<file path="src/hw/rtl/bgfb_pkg.sv">
// Shared types and constants for the bit-plane glyph frame buffer.
// No dependencies; every other file of the block but the checker imports this package.
`default_nettype none

package bgfb_pkg;

  // Default matrix size
  localparam int unsigned COLUMNS_DEF = 64;
  localparam int unsigned ROWS_DEF    = 16;

  // Field widths of one item and one result
  localparam int unsigned OP_W    = 3;
  localparam int unsigned WORD_W  = 16;
  localparam int unsigned GW_W    = 5;
  localparam int unsigned POS_W   = 8;
  localparam int unsigned LEVEL_W = 3;
  localparam int unsigned PLANE_W = 2;
  localparam int unsigned PLANES  = 3;
  localparam int unsigned WIDX_W  = 4;   // word column within a 256-pixel row

  // Opcodes carried by an item
  typedef enum logic [OP_W-1:0] {
    OP_CLEAR = 3'd0,
    OP_DRAW  = 3'd1,
    OP_SET   = 3'd2,
    OP_CLR   = 3'd3,
    OP_READ  = 3'd4
  } op_t;

  // Command classes handed from the front end to the back end
  typedef enum logic [2:0] {
    K_NOP   = 3'd0,
    K_CLEAR = 3'd1,
    K_DRAW  = 3'd2,
    K_SET   = 3'd3,
    K_CLR   = 3'd4,
    K_READ  = 3'd5
  } kind_t;

  // One decoded command: up to two word masks, applied to each selected plane
  typedef struct packed {
    kind_t               kind;
    logic                oor;
    logic [PLANES-1:0]   planes;
    logic [WIDX_W-1:0]   word0;
    logic [POS_W-1:0]    y;
    logic [WORD_W-1:0]   mask0;
    logic [WORD_W-1:0]   mask1;
  } cmd_t;

endpackage

`default_nettype wire

</file>
<file path="src/hw/rtl/bgfb_in_if.sv">
// Input channel of the frame buffer: valid/ready handshake and item fields.
// Depends on bgfb_pkg for the field widths.
`default_nettype none

interface bgfb_in_if
  import bgfb_pkg::*;
();
  logic               valid;
  logic               ready;
  logic [OP_W-1:0]    opcode;
  logic [WORD_W-1:0]  row_bits;
  logic [GW_W-1:0]    glyph_width;
  logic [POS_W-1:0]   pos_x;
  logic [POS_W-1:0]   pos_y;
  logic [LEVEL_W-1:0] level;
  logic [PLANE_W-1:0] plane;

  modport source (
    output valid, opcode, row_bits, glyph_width, pos_x, pos_y, level, plane,
    input  ready
  );
  modport sink (
    input  valid, opcode, row_bits, glyph_width, pos_x, pos_y, level, plane,
    output ready
  );
endinterface

`default_nettype wire

</file>
<file path="src/hw/rtl/bgfb_out_if.sv">
// Result channel of the frame buffer: valid/ready handshake and result fields.
// Depends on bgfb_pkg for the field widths.
`default_nettype none

interface bgfb_out_if
  import bgfb_pkg::*;
();
  logic              valid;
  logic              ready;
  logic [WORD_W-1:0] read_word;
  logic              out_of_range;

  modport source (
    output valid, read_word, out_of_range,
    input  ready
  );
  modport sink (
    input  valid, read_word, out_of_range,
    output ready
  );
endinterface

`default_nettype wire

</file>
<file path="src/hw/rtl/bgfb_front.sv">
// Front end: accepts items, checks addresses and builds the word masks.
// Depends on bgfb_pkg and bgfb_in_if; feeds the command queue.
`default_nettype none

module bgfb_front
  import bgfb_pkg::*;
#(
  parameter int unsigned COLUMNS = COLUMNS_DEF,
  parameter int unsigned ROWS    = ROWS_DEF
) (
  bgfb_in_if.sink    in_chan,
  input  wire logic  q_full,
  input  wire logic  init_busy,
  output logic       push,
  output cmd_t       cmd
);

  localparam int unsigned FULL_WORDS = COLUMNS / 16;
  localparam int unsigned REM_COLS   = COLUMNS % 16;

  // Columns of word k that lie inside the matrix, leftmost pixel in bit 15
  function automatic logic [WORD_W-1:0] col_mask(input logic [WIDX_W-1:0] k);
    logic [WIDX_W:0] k_ext;
    k_ext = {1'b0, k};
    if (k_ext < (WIDX_W+1)'(FULL_WORDS)) begin
      col_mask = '1;
    end else if (k_ext == (WIDX_W+1)'(FULL_WORDS)) begin
      col_mask = ~(16'hFFFF >> REM_COLS);
    end else begin
      col_mask = '0;
    end
  endfunction

  logic                x_ok, y_ok, p_ok, px_ok;
  logic [GW_W-1:0]     wsat;
  logic [WORD_W:0]     gmask;
  logic [WORD_W-1:0]   eff_bits, rev_bits, pix_mask;
  logic [2*WORD_W-1:0] line;
  logic [WIDX_W-1:0]   k0, k1;
  logic [PLANES-1:0]   plane_sel;

  // Accept whenever the queue has room and the store is not being swept
  assign in_chan.ready = !q_full && !init_busy;
  assign push          = in_chan.valid && in_chan.ready;

  // Range checks
  assign x_ok  = {1'b0, in_chan.pos_x} < (POS_W+1)'(COLUMNS);
  assign y_ok  = {1'b0, in_chan.pos_y} < (POS_W+1)'(ROWS);
  assign p_ok  = in_chan.plane != 2'd3;
  assign px_ok = x_ok && y_ok && p_ok;

  // Saturate the glyph width and keep only the bits in use
  assign wsat     = (in_chan.glyph_width > GW_W'(16)) ? GW_W'(16) : in_chan.glyph_width;
  assign gmask    = ((WORD_W+1)'(1) << wsat) - (WORD_W+1)'(1);
  assign eff_bits = in_chan.row_bits & gmask[WORD_W-1:0];

  // Reverse so that glyph bit 0 becomes the leftmost pixel
  always_comb begin
    for (int i = 0; i < WORD_W; i++) begin
      rev_bits[WORD_W-1-i] = eff_bits[i];
    end
  end

  // Spread the row over two adjacent words; the word index wraps at 256 columns
  assign line      = {rev_bits, {WORD_W{1'b0}}} >> in_chan.pos_x[3:0];
  assign k0        = in_chan.pos_x[7:4];
  assign k1        = k0 + WIDX_W'(1);
  assign pix_mask  = 16'h8000 >> in_chan.pos_x[3:0];
  assign plane_sel = PLANES'(1) << in_chan.plane;

  // Classify the item
  always_comb begin
    cmd        = '0;
    cmd.kind   = K_NOP;
    cmd.word0  = k0;
    cmd.y      = in_chan.pos_y;
    unique case (in_chan.opcode)
      OP_CLEAR: begin
        cmd.kind = K_CLEAR;
      end
      OP_DRAW: begin
        cmd.kind      = K_DRAW;
        cmd.planes[0] = in_chan.level[2];
        cmd.planes[1] = in_chan.level[1];
        cmd.planes[2] = in_chan.level[0];
        if (y_ok) begin
          cmd.mask0 = line[2*WORD_W-1:WORD_W] & col_mask(k0);
          cmd.mask1 = line[WORD_W-1:0] & col_mask(k1);
        end
      end
      OP_SET, OP_CLR, OP_READ: begin
        if (px_ok) begin
          cmd.kind   = (in_chan.opcode == OP_SET) ? K_SET :
                       (in_chan.opcode == OP_CLR) ? K_CLR : K_READ;
          cmd.planes = plane_sel;
          cmd.mask0  = pix_mask;
        end else begin
          cmd.oor = 1'b1;
        end
      end
      default: begin
        cmd.kind = K_NOP;
      end
    endcase
  end

endmodule

`default_nettype wire

</file>
<file path="src/hw/rtl/bgfb_queue.sv">
// Two-entry command queue between the front end and the back end.
// Depends on bgfb_pkg for the command type.
`default_nettype none

module bgfb_queue
  import bgfb_pkg::*;
(
  input  wire logic clk,
  input  wire logic rst_n,
  input  wire logic push,
  input  cmd_t      push_cmd,
  input  wire logic pop,
  output cmd_t      head,
  output logic      empty,
  output logic      full
);

  cmd_t       slot_r [2];
  logic       wp_r, wp_nxt;
  logic       rp_r, rp_nxt;
  logic [1:0] cnt_r, cnt_nxt;

  assign empty = cnt_r == 2'd0;
  assign full  = cnt_r == 2'd2;
  assign head  = slot_r[rp_r];

  // Advance pointers and occupancy
  always_comb begin
    wp_nxt  = push ? ~wp_r : wp_r;
    rp_nxt  = pop ? ~rp_r : rp_r;
    cnt_nxt = cnt_r + 2'(push) - 2'(pop);
  end

  always_ff @(posedge clk) begin
    if (!rst_n) begin
      wp_r  <= 1'b0;
      rp_r  <= 1'b0;
      cnt_r <= 2'd0;
    end else begin
      wp_r  <= wp_nxt;
      rp_r  <= rp_nxt;
      cnt_r <= cnt_nxt;
    end
  end

  // Hold entries
  always_ff @(posedge clk) begin
    if (push) begin
      slot_r[wp_r] <= push_cmd;
    end
  end

endmodule

`default_nettype wire

</file>
<file path="src/hw/rtl/bgfb_back.sv">
// Back end: owns the frame store, runs read-modify-write, sweeps and reads,
// and holds the result register. Depends on bgfb_pkg and bgfb_out_if.
`default_nettype none

module bgfb_back
  import bgfb_pkg::*;
#(
  parameter int unsigned COLUMNS = COLUMNS_DEF,
  parameter int unsigned ROWS    = ROWS_DEF
) (
  input  wire logic  clk,
  input  wire logic  rst_n,
  input  cmd_t       head,
  input  wire logic  q_empty,
  output logic       pop,
  output logic       init_busy,
  bgfb_out_if.source out_chan
);

  localparam int unsigned WPR   = (COLUMNS + 15) / 16;
  localparam int unsigned WB    = (WPR > 1) ? $clog2(WPR) : 1;
  localparam int unsigned YB    = (ROWS > 1) ? $clog2(ROWS) : 1;
  localparam int unsigned AW    = YB + WB + 2;
  localparam int unsigned DEPTH = PLANES << (YB + WB);
  localparam int unsigned SLOTS = 2 * PLANES;

  typedef enum logic [4:0] {
    S_INIT  = 5'b00001,
    S_IDLE  = 5'b00010,
    S_SWEEP = 5'b00100,
    S_ACC   = 5'b01000,
    S_WR    = 5'b10000
  } state_t;

  state_t            state_r, state_nxt;
  logic [AW-1:0]     addr_r, addr_nxt;
  logic [SLOTS-1:0]  pend_r, pend_nxt;
  logic              msel_r, msel_nxt;
  cmd_t              cmd_r, cmd_nxt;
  logic [WORD_W-1:0] res_r, res_nxt;
  logic              ovalid_r, ovalid_nxt;
  logic [WORD_W-1:0] oword_r, oword_nxt;
  logic              ooor_r, ooor_nxt;

  logic [WORD_W-1:0] mem [DEPTH];
  logic [WORD_W-1:0] rdata_r;
  logic              mem_we, mem_re;
  logic [WORD_W-1:0] wdata;

  logic [SLOTS-1:0]  head_pend;
  logic [2:0]        slot;
  logic [WIDX_W-1:0] widx;
  logic [AW-1:0]     sel_addr;
  logic [WORD_W-1:0] cur_mask;

  assign init_busy             = state_r == S_INIT;
  assign out_chan.valid        = ovalid_r;
  assign out_chan.read_word    = oword_r;
  assign out_chan.out_of_range = ooor_r;

  // Word accesses a command needs: one slot per plane and word
  always_comb begin
    for (int p = 0; p < PLANES; p++) begin
      head_pend[2*p]   = head.planes[p] && (head.mask0 != '0);
      head_pend[2*p+1] = head.planes[p] && (head.mask1 != '0);
    end
  end

  // Pick the lowest pending slot
  always_comb begin
    slot = '0;
    for (int s = SLOTS - 1; s >= 0; s--) begin
      if (pend_r[s]) begin
        slot = 3'(s);
      end
    end
  end

  assign widx     = slot[0] ? (cmd_r.word0 + WIDX_W'(1)) : cmd_r.word0;
  assign sel_addr = {slot[2:1], cmd_r.y[YB-1:0], widx[WB-1:0]};
  assign cur_mask = msel_r ? cmd_r.mask1 : cmd_r.mask0;

  // Sequencer
  always_comb begin
    state_nxt  = state_r;
    addr_nxt   = addr_r;
    pend_nxt   = pend_r;
    msel_nxt   = msel_r;
    cmd_nxt    = cmd_r;
    res_nxt    = res_r;
    ovalid_nxt = ovalid_r;
    oword_nxt  = oword_r;
    ooor_nxt   = ooor_r;
    pop        = 1'b0;
    mem_we     = 1'b0;
    mem_re     = 1'b0;
    wdata      = '0;

    // Drop the result once taken
    if (ovalid_r && out_chan.ready) begin
      ovalid_nxt = 1'b0;
    end

    unique case (state_r)
      S_INIT, S_SWEEP: begin
        mem_we = 1'b1;
        if (addr_r == AW'(DEPTH - 1)) begin
          addr_nxt  = '0;
          state_nxt = (state_r == S_INIT) ? S_IDLE : S_ACC;
        end else begin
          addr_nxt = addr_r + AW'(1);
        end
      end
      S_IDLE: begin
        if (!q_empty) begin
          pop       = 1'b1;
          cmd_nxt   = head;
          pend_nxt  = head_pend;
          res_nxt   = '0;
          addr_nxt  = '0;
          state_nxt = (head.kind == K_CLEAR) ? S_SWEEP : S_ACC;
        end
      end
      S_ACC: begin
        if (pend_r == '0) begin
          if (!ovalid_r || out_chan.ready) begin
            ovalid_nxt = 1'b1;
            oword_nxt  = res_r;
            ooor_nxt   = cmd_r.oor;
            state_nxt  = S_IDLE;
          end
        end else begin
          mem_re         = 1'b1;
          addr_nxt       = sel_addr;
          msel_nxt       = slot[0];
          pend_nxt[slot] = 1'b0;
          state_nxt      = S_WR;
        end
      end
      S_WR: begin
        if (cmd_r.kind == K_READ) begin
          res_nxt = rdata_r;
        end else begin
          mem_we = 1'b1;
          wdata  = (cmd_r.kind == K_CLR) ? (rdata_r & ~cur_mask) : (rdata_r | cur_mask);
        end
        state_nxt = S_ACC;
      end
      default: begin
        state_nxt = S_INIT;
      end
    endcase
  end

  always_ff @(posedge clk) begin
    if (!rst_n) begin
      state_r  <= S_INIT;
      addr_r   <= '0;
      pend_r   <= '0;
      ovalid_r <= 1'b0;
    end else begin
      state_r  <= state_nxt;
      addr_r   <= addr_nxt;
      pend_r   <= pend_nxt;
      ovalid_r <= ovalid_nxt;
    end
  end

  // Payload registers
  always_ff @(posedge clk) begin
    msel_r  <= msel_nxt;
    cmd_r   <= cmd_nxt;
    res_r   <= res_nxt;
    oword_r <= oword_nxt;
    ooor_r  <= ooor_nxt;
  end

  // Frame store: one write port, one registered read port
  always_ff @(posedge clk) begin
    if (mem_we) begin
      mem[addr_r] <= wdata;
    end
    if (mem_re) begin
      rdata_r <= mem[sel_addr];
    end
  end

endmodule

`default_nettype wire

</file>
<file path="src/hw/rtl/bitplane_glyph_framebuffer_top.sv">
// Bit-plane glyph frame buffer. A rejected or unused opcode touches no word, a pixel
// set, clear or read touches one word, a draw up to two words in each of three planes,
// and clear all writes all 3 * 2^(row bits + word-column bits, each at least 1) words
// (192 by default). The back end carries out one item at a time, each word a
// read-modify-write; the two-entry queue lets the front end take more items meanwhile.
// After reset the store is swept to zero, and no item is taken until the sweep ends.
`default_nettype none

module bitplane_glyph_framebuffer_top
  import bgfb_pkg::*;
#(
  parameter int unsigned COLUMNS = COLUMNS_DEF,
  parameter int unsigned ROWS    = ROWS_DEF
) (
  input  wire logic  clk,
  input  wire logic  rst_n,
  bgfb_in_if.sink    in_chan,
  bgfb_out_if.source out_chan
);

  cmd_t fe_cmd;
  cmd_t q_head;
  logic fe_push;
  logic q_pop;
  logic q_empty;
  logic q_full;
  logic init_busy;

  // Decode and check items
  bgfb_front #(
    .COLUMNS (COLUMNS),
    .ROWS    (ROWS)
  ) u_front (
    .in_chan   (in_chan),
    .q_full    (q_full),
    .init_busy (init_busy),
    .push      (fe_push),
    .cmd       (fe_cmd)
  );

  // Decouple front and back
  bgfb_queue u_queue (
    .clk      (clk),
    .rst_n    (rst_n),
    .push     (fe_push),
    .push_cmd (fe_cmd),
    .pop      (q_pop),
    .head     (q_head),
    .empty    (q_empty),
    .full     (q_full)
  );

  // Carry out commands on the store
  bgfb_back #(
    .COLUMNS (COLUMNS),
    .ROWS    (ROWS)
  ) u_back (
    .clk       (clk),
    .rst_n     (rst_n),
    .head      (q_head),
    .q_empty   (q_empty),
    .pop       (q_pop),
    .init_busy (init_busy),
    .out_chan  (out_chan)
  );

endmodule

`default_nettype wire

</file>
<file path="src/flat_wrapper.sv">
// flat-port wrapper written by rule: the top's interface ports become plain ports
module bitplane_glyph_framebuffer_top_flat import bgfb_pkg::*;
#(
  parameter int unsigned COLUMNS = COLUMNS_DEF,
  parameter int unsigned ROWS    = ROWS_DEF
)
  (clk, rst_n, in_chan_valid, in_chan_opcode, in_chan_row_bits, in_chan_glyph_width, in_chan_pos_x, in_chan_pos_y, in_chan_level, in_chan_plane, in_chan_ready, out_chan_valid, out_chan_read_word, out_chan_out_of_range, out_chan_ready);
  bgfb_in_if in_chan_i ();
  bgfb_out_if out_chan_i ();
  input  wire logic clk;
  input  wire logic rst_n;
  input wire logic [$bits(in_chan_i.valid)-1:0] in_chan_valid;
  input wire logic [$bits(in_chan_i.opcode)-1:0] in_chan_opcode;
  input wire logic [$bits(in_chan_i.row_bits)-1:0] in_chan_row_bits;
  input wire logic [$bits(in_chan_i.glyph_width)-1:0] in_chan_glyph_width;
  input wire logic [$bits(in_chan_i.pos_x)-1:0] in_chan_pos_x;
  input wire logic [$bits(in_chan_i.pos_y)-1:0] in_chan_pos_y;
  input wire logic [$bits(in_chan_i.level)-1:0] in_chan_level;
  input wire logic [$bits(in_chan_i.plane)-1:0] in_chan_plane;
  output wire logic [$bits(in_chan_i.ready)-1:0] in_chan_ready;
  output wire logic [$bits(out_chan_i.valid)-1:0] out_chan_valid;
  output wire logic [$bits(out_chan_i.read_word)-1:0] out_chan_read_word;
  output wire logic [$bits(out_chan_i.out_of_range)-1:0] out_chan_out_of_range;
  input wire logic [$bits(out_chan_i.ready)-1:0] out_chan_ready;
  assign in_chan_i.valid = in_chan_valid;
  assign in_chan_i.opcode = in_chan_opcode;
  assign in_chan_i.row_bits = in_chan_row_bits;
  assign in_chan_i.glyph_width = in_chan_glyph_width;
  assign in_chan_i.pos_x = in_chan_pos_x;
  assign in_chan_i.pos_y = in_chan_pos_y;
  assign in_chan_i.level = in_chan_level;
  assign in_chan_i.plane = in_chan_plane;
  assign in_chan_ready = in_chan_i.ready;
  assign out_chan_valid = out_chan_i.valid;
  assign out_chan_read_word = out_chan_i.read_word;
  assign out_chan_out_of_range = out_chan_i.out_of_range;
  assign out_chan_i.ready = out_chan_ready;
  bitplane_glyph_framebuffer_top #(.COLUMNS(COLUMNS), .ROWS(ROWS)) u_core (.clk(clk), .rst_n(rst_n), .in_chan(in_chan_i), .out_chan(out_chan_i));
endmodule
</file>
<file path="config.mk">
export PLATFORM = sky130hd
export DESIGN_NAME = bitplane_glyph_framebuffer_top_flat
export DESIGN_NICKNAME = d
export VERILOG_FILES = /design/src/hw/rtl/bgfb_pkg.sv /design/src/hw/rtl/bgfb_in_if.sv /design/src/hw/rtl/bgfb_out_if.sv /design/src/hw/rtl/bgfb_front.sv /design/src/hw/rtl/bgfb_queue.sv /design/src/hw/rtl/bgfb_back.sv /design/src/hw/rtl/bitplane_glyph_framebuffer_top.sv /design/src/flat_wrapper.sv
export SDC_FILE = /design/constraint.sdc
export NUM_CORES = 2
export LEC_CHECK = 0
export ABC_AREA = 1
export BUFFER_PORTS_ARGS = -buffer_cell sky130_fd_sc_hd__clkbuf_2
export CAP_MARGIN = 10
export CORE_MARGIN = 2
export CORE_UTILIZATION = 45
export CTS_BUF_LIST = sky130_fd_sc_hd__clkbuf_8
export DETAILED_ROUTE_END_ITERATION = 6
export HOLD_SLACK_MARGIN = 0.02
export PLACE_DENSITY = 0.62
export SETUP_SLACK_MARGIN = 0.15
export SLEW_MARGIN = 10
export SYNTH_ARGS = -nofsm -noshare
export SYNTH_HDL_FRONTEND = slang
export SYNTH_SLANG_ARGS = --single-unit
</file>
<file path="constraint.sdc">
create_clock -name clk -period 27.3 [get_ports clk]
set_input_delay 1.365 -clock clk [delete_from_list [all_inputs] [get_ports clk]]
set_output_delay 1.365 -clock clk [all_outputs]
set_load 0.05 [all_outputs]
</file>
# [After elaboration in Yosys (flattened, before gate mapping)]
# Memory sizes are Yosys's and may differ from the RTL's. A register that Yosys moved wholly into a read port is not among the register bits.
# Index checks and enable logic that the tools add are counted.
[totals] reg_bits=100 mem_bits_rw=3174 input_bits=49 output_inout_bits=19 elab_cells=166 n_memories=2
[memory_table] name="u_core.u_back.mem" words=192 word_bits=16 rd=1 rd_clocked_by_memory_dff=1 wr=1 line_no="bgfb_back.sv:45" rtl="logic [WORD_W-1:0] mem [DEPTH];"
[memory_table] name="u_core.u_queue.slot_r" words=2 word_bits=51 rd=1 rd_clocked_by_memory_dff=1 wr=1 line_no="bgfb_queue.sv:18" rtl="cmd_t slot_r [2];"
[op_classes] addsub=6 order_cmp=7 n_eq_ne=20 shift=4 n_mux=65 n_bitwise=12 reduce_logical=33
[ops] op="$mux 16" n=14
[ops] op="$and 16x16->16" n=4
[ops] op="$pmux 16 s2" n=2
[ops] op="$mux 32" n=1
[ops] op="$reduce_bool 16->1" n=2
[ops] op="$shr 32x4->32" n=1
[ops] op="$mux 3" n=9
[ops] op="$mux 5" n=5
[ops] op="$mux 8" n=3
[ops] op="$pmux 8 s3" n=1
[ops] op="$pmux 5 s4" n=1
[ops] op="$mux 1" n=19
[ops] op="$not 16->16" n=1
[ops] op="$or 16x16->16" n=1
[ops] op="$shl 1x5->16 const A" n=1
[ops] op="$shr 16x4->16 const A" n=1
[ops] op="$sub 16x2->16 const B" n=1
[ops] op="$reduce_and 3->1" n=5
[ops] op="$logic_and 1x1->1" n=12
[ops] op="$mux 6" n=2
[ops] op="$pmux 6 s2" n=1
[ops] op="$ne 2x2->1 const B" n=5
[ops] op="$eq 3x3->1 const B" n=3
[ops] op="$pmux 3 s3" n=1
[ops] op="other kinds (40)" n=51

# [Logic depth before layout (Yosys ltp)]
[depth] depth_word=14 mapped_depth=21 ltp_nobuf=19

# [Modules after synthesis]
# A second synthesis with hierarchy kept.
[unflattened] hier_cells=11839 hier_area_um2=138771.8
[modules_own_cells] module="bgfb_back" n_inst=1 cells_per_inst=11240 area_each_um2=132633.5 seq_area_each_um2=95411.5
[modules_own_cells] module="bgfb_queue" n_inst=1 cells_per_inst=192 area_each_um2=4161.5 seq_area_each_um2=3163.0
[modules_own_cells] module="bgfb_front" n_inst=1 cells_per_inst=407 area_each_um2=1976.9 seq_area_each_um2=0.0

# [Least setup slack after synthesis]
# OpenSTA, ideal clock, no wires.
[synth_path] path_type="register to register" from="register u_core.u_back.msel_r" to="memory u_core.u_back.mem[0][10] (data pin)" setup_time_ps=1874 arrival_time_ps=9455 required_ps=25426 slack_ps=15971 stages_incl_launch_ff=5 n_path_buf=2 synth_period_minus_slack_ps=11329 cell_sequence="edfxtp_1 > clkbuf_1 > clkbuf_1 > nand2_1 > a311oi_1"
[synth_between] elab_chain_len=6 word_cells_on_any_way=7 classes_between="mux (4); bitwise (3)"
[synth_lines] item="from (decl)" line_no="bgfb_back.sv:38" rtl="logic msel_r, msel_nxt;"
[synth_lines] item="from (signal assigned)" line_no="bgfb_back.sv:171" rtl="msel_r <= msel_nxt;"
[synth_lines] item="$mux 16 (*)" line_no="bgfb_back.sv:81" rtl="assign cur_mask = msel_r ? cmd_r.mask1 : cmd_r.mask0;"
[synth_lines] item="$not 16->16" line_no="bgfb_back.sv:145" rtl="wdata = (cmd_r.kind == K_CLR) ? (rdata_r & ~cur_mask) : (rdata_r | cur_mask);"
[synth_lines] item="$and 16x16->16" line_no="bgfb_back.sv:145"
[synth_lines] item="$mux 16 (*)" line_no="bgfb_back.sv:145"
[synth_lines] item="$mux 16 (*)" line_no="bgfb_back.sv:141" rtl="if (cmd_r.kind == K_READ) begin"
[synth_lines] item="$mux 16 (*)" line_no="bgfb_back.sv:104" rtl="unique case (state_r)"
[synth_lines] item="net u_core.u_back.wdata[10]" line_no="bgfb_back.sv:48" rtl="logic [WORD_W-1:0] wdata;"
[synth_lines] item="to (decl)" line_no="bgfb_back.sv:45"
# The timed path passes the listed nets; every way through them passes the cells marked *.

# [Final worst setup path]
[layout_path] from="register u_core.u_back.pend_r[4]" to="register u_core.u_back.rdata_r[6] (read register of u_core.u_back.mem) (data pin)"
[layout_between] elab_chain_len=6 word_cells_on_any_way=9 classes_between="mux (8); reduce/logical (1)"
[layout_lines] item="from (decl)" line_no="bgfb_back.sv:37" rtl="logic [SLOTS-1:0] pend_r, pend_nxt;"
[layout_lines] item="from (signal assigned)" line_no="bgfb_back.sv:164" rtl="pend_r <= pend_nxt;"
[layout_lines] item="$mux 3 (5 in a row)" line_no="bgfb_back.sv:73" rtl="if (pend_r[s]) begin"
[layout_lines] item="$mux 2" line_no="bgfb_back.sv:79" rtl="assign widx = slot[0] ? (cmd_r.word0 + WIDX_W'(1)) : cmd_r.word0;"
[layout_lines] item="to (decl)" line_no="bgfb_back.sv:46" rtl="logic [WORD_W-1:0] rdata_r;"
# Several ways; a longest one is shown, not always the timed one.
# A chain may end at the register's enable or synchronous reset.

==> run summary <==
R2R depth - 21
commonest register cell after synthesis - edfxtp_1
Hold Crit Start - u_core.u_back.res_r[2]$_SDFFCE_PN0P_
worst reg2reg path endpoint - u_core.u_back.rdata_r[6]$_DFFE_PP_
IO Count - 68
pins over their slew limit - 0
status - finished clean
DP Wirelength - 229100 um
detailed-route via count - 95960
Tot GR Track Use - 0.2603
Pre-antenna DRT Iters - 7
Resized cells post-CTS - 0
starting density of the core - 0.4516
vias in the first global route - 91610
setup TNS - 0 ns
Final GP Congestion - 0.8849
initial antenna violation count - 23
first-pass GRT wire length - 612300 um
Crit Path Max Fanout - 107
PortBufs - 67
worst rel slew slack - 0.1707
Mapped Nets - 12160
pwr dens - 66.32 nW/um2
r2r setup slk - 20.32 ns
DRT Wirelength - 421300 um
largest net degree at the start of global routing - 202
sequential share of the synthesized area - 0.7047
Period minus WS final - 6.984 ns
Hold Violations, Final - 0
CTS root buffer - clkbuf_8
depth of the worst hold-timing path - 0
CP required - 28.07 ns
crit start category - flip-flop
Avg WL per Cell - 25.10 um
Chip Height - 560.3 um
cells after synthesis - 12100
die area - 313900 um2
num rows - 204
Register Area - 98130 um2
fillcell total - 27020
Max Clock Skew - 0.08402 ns
area of the multi-input gates - 33790 um2
Cell variety after synth - 43
Yosys Warn Count - 0
final setup vio count - 0
nets@finish - 12310
share of layout cells above drive strength 1 - 0.09158
post-CTS setup buffer count - 0
non-filler cells, final - 16790
CTS tree - yes
Synth Register Bits - 3276
max-cap violations - 0
Hold/Removal Path Class - reg2reg
Post-route DRC - 0
Worst Path Arrival - 7.75 ns
Core Area - 308300 um2
largest area contributor in the netlist - edfxtp_1
Post-Syn Area - 139200 um2
worst vdd rail ir drop - 61.04 uV
CTS Buffer Depth - 4
critical path class - reg2reg
Final period util - 0.2558
CTS sink count - 3276
leak pwr - 0.05569 uW
Hold WS - 0.4217 ns
DRT iter0 DRCs - 12400
placed cells - 15820
Worst-Skew Late Latency - 1.07 ns
post-synth top area share - 0.7011
CTS Buf Count - 548
htree depth - 6
Synth area leaders - edfxtp_1 (70%), nand3_1 (8.9%), nand2_1 (7.3%), nand3b_1 (3.0%), inv_1 (3.0%)
number of vias per cell - 5.717
count of hold-fix buffers inserted at cts - 0
number of flops mapped to enable cells by yosys - 3251
Die W - 560.3 um
clk slew on worst S/H paths - 0.06 ns
top-count cell post-synth - edfxtp_1
RSZ-0062 raised after global routing - no
transition time of the tightest slew-check pin - 1.243 ns
Synth-to-Final Area Change - 10.73%
worst r2r src - u_core.u_back.pend_r[4]$_SDFFE_PN0P_
Mapped Avg Cell Area - 11.50 um2
asr flop ratio synth - 0
Peak Freq - 143.2 MHz
Finished Core Util - 0.5001
top post-synthesis cells by count - edfxtp_1 (3251), nand2_1 (2695), nand3_1 (2488)
WHS Endpoint - u_core.u_back.out_chan.read_word[2]$_DFFE_PP_
Final ANT Viol Nets - 0
CP Capture Type - flip-flop
overflow left after global routing - 0
-- power by group --
part | switching (uW) | internal [uW] | leakage (uW) | total, uW
combinational | 483 | 137 | 0.0264 | 620
clock | 2000 | 1980 | 0.00561 | 3990
sequential | 30.4 | 5590 | 0.0237 | 5620
total | 2520 | 7710 | 0.0557 | 10200
-- how the worst max path moves through the flow --
| stage | startpoint | endpoint | slack [ns] |
|---|---|---|---|
| global placement | u_core.u_back.pend_r[4]$_SDFFE_PN0P_ | u_core.u_back.rdata_r[6]$_DFFE_PP_ | 20.46 |
| finish | u_core.u_back.pend_r[4]$_SDFFE_PN0P_ | u_core.u_back.rdata_r[6]$_DFFE_PP_ | 20.32 |
| detailed placement | u_core.u_back.pend_r[4]$_SDFFE_PN0P_ | u_core.u_back.rdata_r[6]$_DFFE_PP_ | 20.44 |
| floorplan | u_core.u_back.msel_r$_DFFE_PP_ | u_core.u_back.mem[0][10]$_DFFE_PP_ | 15.97 |
| global route | u_core.u_back.pend_r[4]$_SDFFE_PN0P_ | u_core.u_back.rdata_r[6]$_DFFE_PP_ | 19.90 |
| CTS | u_core.u_back.pend_r[4]$_SDFFE_PN0P_ | u_core.u_back.rdata_r[6]$_DFFE_PP_ | 20.42 |
-- cell usage in the layout, fill, tap and decap left out, types with 41 or more instances in the layout --
master / Yosys / final
inv_1: 1102 / 1272
clkinv_1: 6 / 137
a21oi_1: 49 / 47
o21ai_0: 191 / 191
o211ai_1: 282 / 282
nand3_1: 2488 / 2483
edfxtp_1: 3251 / 3251
clkbuf_2: 0 / 67
buf_4: 35 / 315
nand2_1: 2695 / 2695
clkbuf_8: 0 / 565
nor2_1: 445 / 424
o22ai_1: 41 / 41
nand3b_1: 560 / 560
-- routing by layer --
metal | up-vias | global-route usage | wire length, um
li1 | 42720 | - | -
met1 | 47220 | 0.3493 | 166000
met2 | 5161 | 0.4096 | 194600
met3 | 853 | 0.05627 | 42590
met4 | 10 | 0.1113 | 18150
met5 | - | 0 | 70
-- sequential cells by signal (all words and copies together) (netlist names), 5 cells and up, named ones only --
signal,cells
u_core.u_back.addr_r,8
u_core.u_back.cmd_r,41
u_core.u_back.mem,3072
u_core.u_back.out_chan.read_word,16
u_core.u_back.pend_r,6
u_core.u_back.rdata_r,16
u_core.u_back.res_r,16
u_core.u_back.state_r,5
u_core.u_queue.slot_r,88
-- critical path, cell delays in order, from the launching register on --
cell and delay [ns]:
dfxtp_1 0.33, inv_2 0.07, nand2_1 0.06, nand2_1 0.09, nand2_2 0.08, nand2_4 0.09, nand3_4 0.48, nand2_8 0.81
buf_4 0.58, buf_4 0.65, buf_4 0.65, buf_4 0.71, buf_4 0.79, nand2_1 0.11, o211ai_1 0.12, o211ai_1 0.11
nand3_1 0.20, nand2_1 0.12, nand2_1 0.08, nand3_1 0.10, nand3_1 0.13, nand2_1 0.07
-- through the flow --
stage	setup WS (ns)	power, uW	instance area (um2)
floorplan	15.97	6063	139300
global placement	20.46	6311	144400
detailed placement	20.44	6325	144400
CTS	20.42	10260	154200
global route	19.90	10530	154200
finish	20.32	10230	154200
-- logic make-up (layout without fill, tap and decap cells) --
family	count (synthesis)	in the layout	share of synthesized area
AND/OR/NAND/NOR	6235	6235	0.2064
flip-flops	3276	3276	0.7047
buffers and inverters	1919	2471	0.05589
AO/OA/AOI/OAI	620	620	0.02869
multiplexers	42	42	0.003369
adder cells (fa/ha/maj)	7	7	0.0006289
XOR/XNOR	5	5	0.0003145
other	0	9	0
-- layout make-up --
class,count,area share
Sequential cell,3276,0.6364
Multi-Input combinational cell,6909,0.2192
Clock buffer,565,0.05043
Tap cell,4120,0.03343
Inverter,1112,0.02731
Timing Repair Buffer,403,0.02024
Clock inverter,391,0.01289
Antenna cell,9,0.0001461
No activity file was read; power rests on OpenSTA's default activity.
